$ cat src/hdl/acdm_pkg.sv
package acdm_pkg;

    localparam int SPEAKERS_DEF  = 32;
    localparam int MAX_ORDER_DEF = 3;

    localparam int CH_W       = 4;
    localparam int ORD_W      = 2;
    localparam int COEF_W     = 16;
    localparam int SAMP_W     = 24;
    localparam int PROD_W     = COEF_W + SAMP_W;
    localparam int ACC_W      = PROD_W + CH_W;
    localparam int FRAC_SHIFT = 14;
    localparam int CHANS      = 16;

    typedef enum logic [1:0] {
        CMD_WRITE   = 2'd0,
        CMD_PUBLISH = 2'd1,
        CMD_SAMPLE  = 2'd2,
        CMD_NOP     = 2'd3
    } cmd_t;

    localparam logic REG_SPEAKER_COUNT = 1'b0;
    localparam logic REG_DECODE_ORDER  = 1'b1;

    typedef struct packed {
        logic valid;
        logic first;
    } mac_ctl_t;

    // index of the last ACN channel for orders 1..3
    function automatic logic [CH_W-1:0] chan_last(input logic [ORD_W-1:0] ord);
        logic [CH_W-1:0] r;
        case (ord)
            2'd2:    r = 4'd8;
            2'd3:    r = 4'd15;
            default: r = 4'd3;
        endcase
        return r;
    endfunction

    // Q7.37 sum -> Q1.23, round half up, saturate
    function automatic logic [SAMP_W-1:0] round_sat(input logic signed [ACC_W-1:0] acc);
        logic signed [ACC_W:0]            sum;
        logic        [ACC_W-FRAC_SHIFT:0] q;
        logic        [SAMP_W-1:0]         r;
        sum = {acc[ACC_W-1], acc} + (ACC_W+1)'(1 << (FRAC_SHIFT - 1));
        q   = sum[ACC_W:FRAC_SHIFT];
        if (&q[ACC_W-FRAC_SHIFT:SAMP_W-1] || !(|q[ACC_W-FRAC_SHIFT:SAMP_W-1]))
            r = q[SAMP_W-1:0];
        else if (q[ACC_W-FRAC_SHIFT])
            r = {1'b1, {(SAMP_W-1){1'b0}}};
        else
            r = {1'b0, {(SAMP_W-1){1'b1}}};
        return r;
    endfunction

endpackage

$ cat src/hdl/acdm_mac.sv
module acdm_mac (
    input  logic                                clk,
    input  logic                                rst_n,
    input  acdm_pkg::mac_ctl_t                  ctl,
    input  logic signed [acdm_pkg::COEF_W-1:0]  coef,
    input  logic signed [acdm_pkg::SAMP_W-1:0]  samp,
    output logic signed [acdm_pkg::ACC_W-1:0]   acc,
    output logic                                busy
);

    logic                                v2_reg;
    logic                                first2_reg;
    logic signed [acdm_pkg::PROD_W-1:0]  prod_reg;
    logic signed [acdm_pkg::PROD_W-1:0]  prod_next;
    logic signed [acdm_pkg::ACC_W-1:0]   acc_reg;
    logic signed [acdm_pkg::ACC_W-1:0]   acc_next;

    assign prod_next = coef * samp;

    always_comb
    begin
        if (first2_reg)
            acc_next = acdm_pkg::ACC_W'(prod_reg);
        else
            acc_next = acc_reg + acdm_pkg::ACC_W'(prod_reg);
    end

    always_ff @(posedge clk or negedge rst_n)
    begin
        if (!rst_n)
        begin
            v2_reg     <= 1'b0;
            first2_reg <= 1'b0;
        end
        else
        begin
            v2_reg     <= ctl.valid;
            first2_reg <= ctl.first;
        end
    end

    always_ff @(posedge clk)
    begin
        if (ctl.valid)
        begin
            prod_reg <= prod_next;
        end
        if (v2_reg)
        begin
            acc_reg <= acc_next;
        end
    end

    assign acc  = acc_reg;
    assign busy = ctl.valid | v2_reg;

endmodule

$ cat config.mk
export PLATFORM = sky130hd
export DESIGN_NAME = acdm_mac
export DESIGN_NICKNAME = d
export VERILOG_FILES = /design/src/hdl/acdm_pkg.sv /design/src/hdl/acdm_mac.sv
export SDC_FILE = /design/constraint.sdc
export NUM_CORES = 1
export LEC_CHECK = 0
export ABC_CLOCK_PERIOD_IN_PS = 4150
export BUFFER_PORTS_ARGS = -buffer_cell sky130_fd_sc_hd__buf_4
export CORE_MARGIN = 3
export CORE_UTILIZATION = 65
export CTS_CLUSTER_SIZE = 30
export DETAILED_ROUTE_END_ITERATION = 16
export PLACE_DENSITY = 0.88
export SLEW_MARGIN = 20
export SYNTH_ARGS = -nofsm -noshare
export SYNTH_HDL_FRONTEND = slang
export SYNTH_SLANG_ARGS = --single-unit
$ cat constraint.sdc
create_clock -name clk -period 4.15 [get_ports clk]
set_clock_uncertainty 0.2 [all_clocks]
set_input_delay 0.415 -clock clk [delete_from_list [all_inputs] [get_ports clk]]
set_output_delay 0.415 -clock clk [all_outputs]
set_load 0.01 [all_outputs]
==> impl_metrics.ini <==
[cells_and_area]
diodes = 0
fillers = 1262
syn_to_final_growth_pct = 25.84
seq_area_um2 = 2575
nNetsFinal = 2862
drive_above_1_share_pct = 26.92
multi_input_area_um2 = 15500
largest_reg_flops = 44
finalInstanceArea_um2 = 23790

[floorplan]
die_area_um2 = 31170
dieWidth_um = 176.6
die_height_um = 176.6
io-pin-count = 89
core_area_um2 = 28240
start_util_pct = 66.95
rows = 61

[global_routing]
grt_pass1_wl_mm = 95.26
grt_antenna_before_repair = 0
grt_pass1_vias = 18102
grt_max_degree = 47
grt_use_total_pct = 39.37
grt.overflow.total = 0

[placed_design]
numPortBuffers = 88
dpl.hpwl_mm = 41.70
place_ws_ns = -2.358
gp_congestion = 0.9363
placed_area_um2 = 21680

[cts]
insertion_delay_ns = 0.36
h-tree-depth = 3
cts_tree = built
cts_buffers = 9
cts_buffer_depth = 2
cts_sinks = 86
cts_root_buf = clkbuf_16
path_clk_slew_ns = 0.06

[routing]
wl_met2_mm = 32.04
vias_per_cell = 6.710
drc = 0
dr_total_vias = 18017
first_pass_iters = 9
drt_iter0_drc = 2735
drt-met1-wl_mm = 22.79
top_layer = met4
ant_nets = 0
wl_per_cell_um = 27.23
wl_met3_mm = 10.21
finalWirelength_mm = 73.10

[setup_path]
regToRegSetupSlack_ns = 0.31
crit_path_top_delay_cell = fa_1
start_kind = input port
critPathCaptureType = register
arrival_ns = 6.46
cp_top_family = adder cells
cp_max_fo = 7
cp_cell_sequence = buf_12 > buf_4 > nand2_4 > inv_4 > fa_2 > inv_2 > fa_1 > inv_1 > fa_1 > inv_1 > fa_1 > inv_1 > fa_1 > fa_1 > ha_1 > a21oi_2 > a21boi_0 > a311oi_2 > o31a_1 > buf_4 > o21ai_4 > a311oi_2 > nor3_2
ff2ff_path_depth = 13
critical_path_buf_inv_count = 8
crit_path_frequent_cell = fa_1
reg2reg_to = acc[28]$_DFFE_PP_
path_class = in2reg
reg2reg_from = acc[0]$_DFFE_PP_
cpPeakStageDelay_ns = 0.74
crit_required_ns = 4.05

[timing]
drv_slew = 0
fmax_mhz = 152.4
max_slew_margin_pct = 48.95
tns_ns = -56.60
rsz0062_at_grt = yes
tightest_slew_ns = 0.7658
setup_viol = 33
min_period_ns = 6.563
finalWorstSetupSlack_ns = -2.413
hold_viol_final = 0
holdWs_ns = 0.2012
period_share_pct = 158.2

[job]
drv_cap = 0

[synth]
yosysWarnings = 0
synth_edf_count = 84
ys_seq_elements = 86
ys_seq_area_share_pct = 13.61
syn_area_um2 = 18910
synth_top_area_share_pct = 39.71
syn_inst = 2021
ys_async_sr_fraction_pct = 2.326
yosysUniqueCellTypes = 59
avgSynthCellArea_um2 = 9.355
synth_commonest_cells = inv_1 (426), fa_1 (375), nand2_1 (290), and2_1 (156), ha_1 (141)
yosysMostFrequentCell = inv_1
yosys-top-cells-area = fa_1 (40%), edfxtp_1 (13%), ha_1 (9.3%)
ys.flop_type = edfxtp_1
synth_nets = 2581
synth.largest_area_cell = fa_1

[worst_hold_path]
min_path_type = in2async

[status]
status = finished with violations
failed_checks = negative setup slack
worst max path at each step:
stage                       start                     end  cells past startpoint  slack (ns)
after global routing      coef[1]  prod_reg[39]$_DFFE_PP_                     23       -2.44
after floorplan           coef[1]  prod_reg[39]$_DFFE_PP_                     24       -1.84
after detailed placement  coef[1]  prod_reg[39]$_DFFE_PP_                     23       -2.36
final                     coef[1]  prod_reg[37]$_DFFE_PP_                     23       -2.41
after global placement    coef[1]  prod_reg[39]$_DFFE_PP_                     23       -2.13
after CTS                 coef[5]  prod_reg[39]$_DFFE_PP_                     23       -1.77
what timing repair did:
action / CTS / global route
buffers inserted: 24 / 29
pin swaps: 92 / 110
gates cloned: 3 / 4
endpoints found under the hold margin: 3 / 0
resized for setup: 209 / 159
endpoints found under the setup margin: 33 / 33
hold buffers: 2 / 0
cell type report:
cell class / instances / share of cell area, %
Timing Repair Buffer: 346 / 13.97
Multi-Input combinational cell: 1431 / 65.16
Clock inverter: 5 / 0.2524
Clock buffer: 11 / 0.9782
Sequential cell: 86 / 10.82
Tap cell: 378 / 1.988
Inverter: 428 / 6.826
stage by stage:
step	instances	util [%]
finish	2685	84.25
floorplan	2021	-
global placement	2620	76.77
CTS	2664	81.32
detailed placement	2620	76.77
global route	2685	84.25
layout by cell type, fill, tap and decap left out, types with 26 or more instances in the layout:
master / n
o21ai_0: 29
a21o_1: 44
inv_1: 369
inv_2: 55
nor2_1: 41
fa_1: 341
o21ai_1: 34
buf_4: 244
a21oi_1: 43
buf_6: 60
nand2_1: 262
ha_1: 113
ha_4: 27
fa_2: 34
edfxtp_1: 84
xor2_1: 27
and2_1: 130
and2_4: 26
xnor2_1: 48
logic make-up after synthesis:
group,after synthesis,share of synthesized area (%)
simple gates,567,14.17
fa+ha+maj,516,49.04
buf+inv,504,10.03
compound gates,262,9.119
flops,86,13.61
xor+xnor,81,3.752
mux,5,0.2912
routing by layer:
layer  vias up  GRT usage, %
met5         -             0
met4         0         22.13
met3       808         9.097
met2      1990         65.85
met1      8432         47.20
li1       6787             -
Power is not shown: default switching activity piles up to over one toggle a cycle in this logic, so the estimate is an artifact.
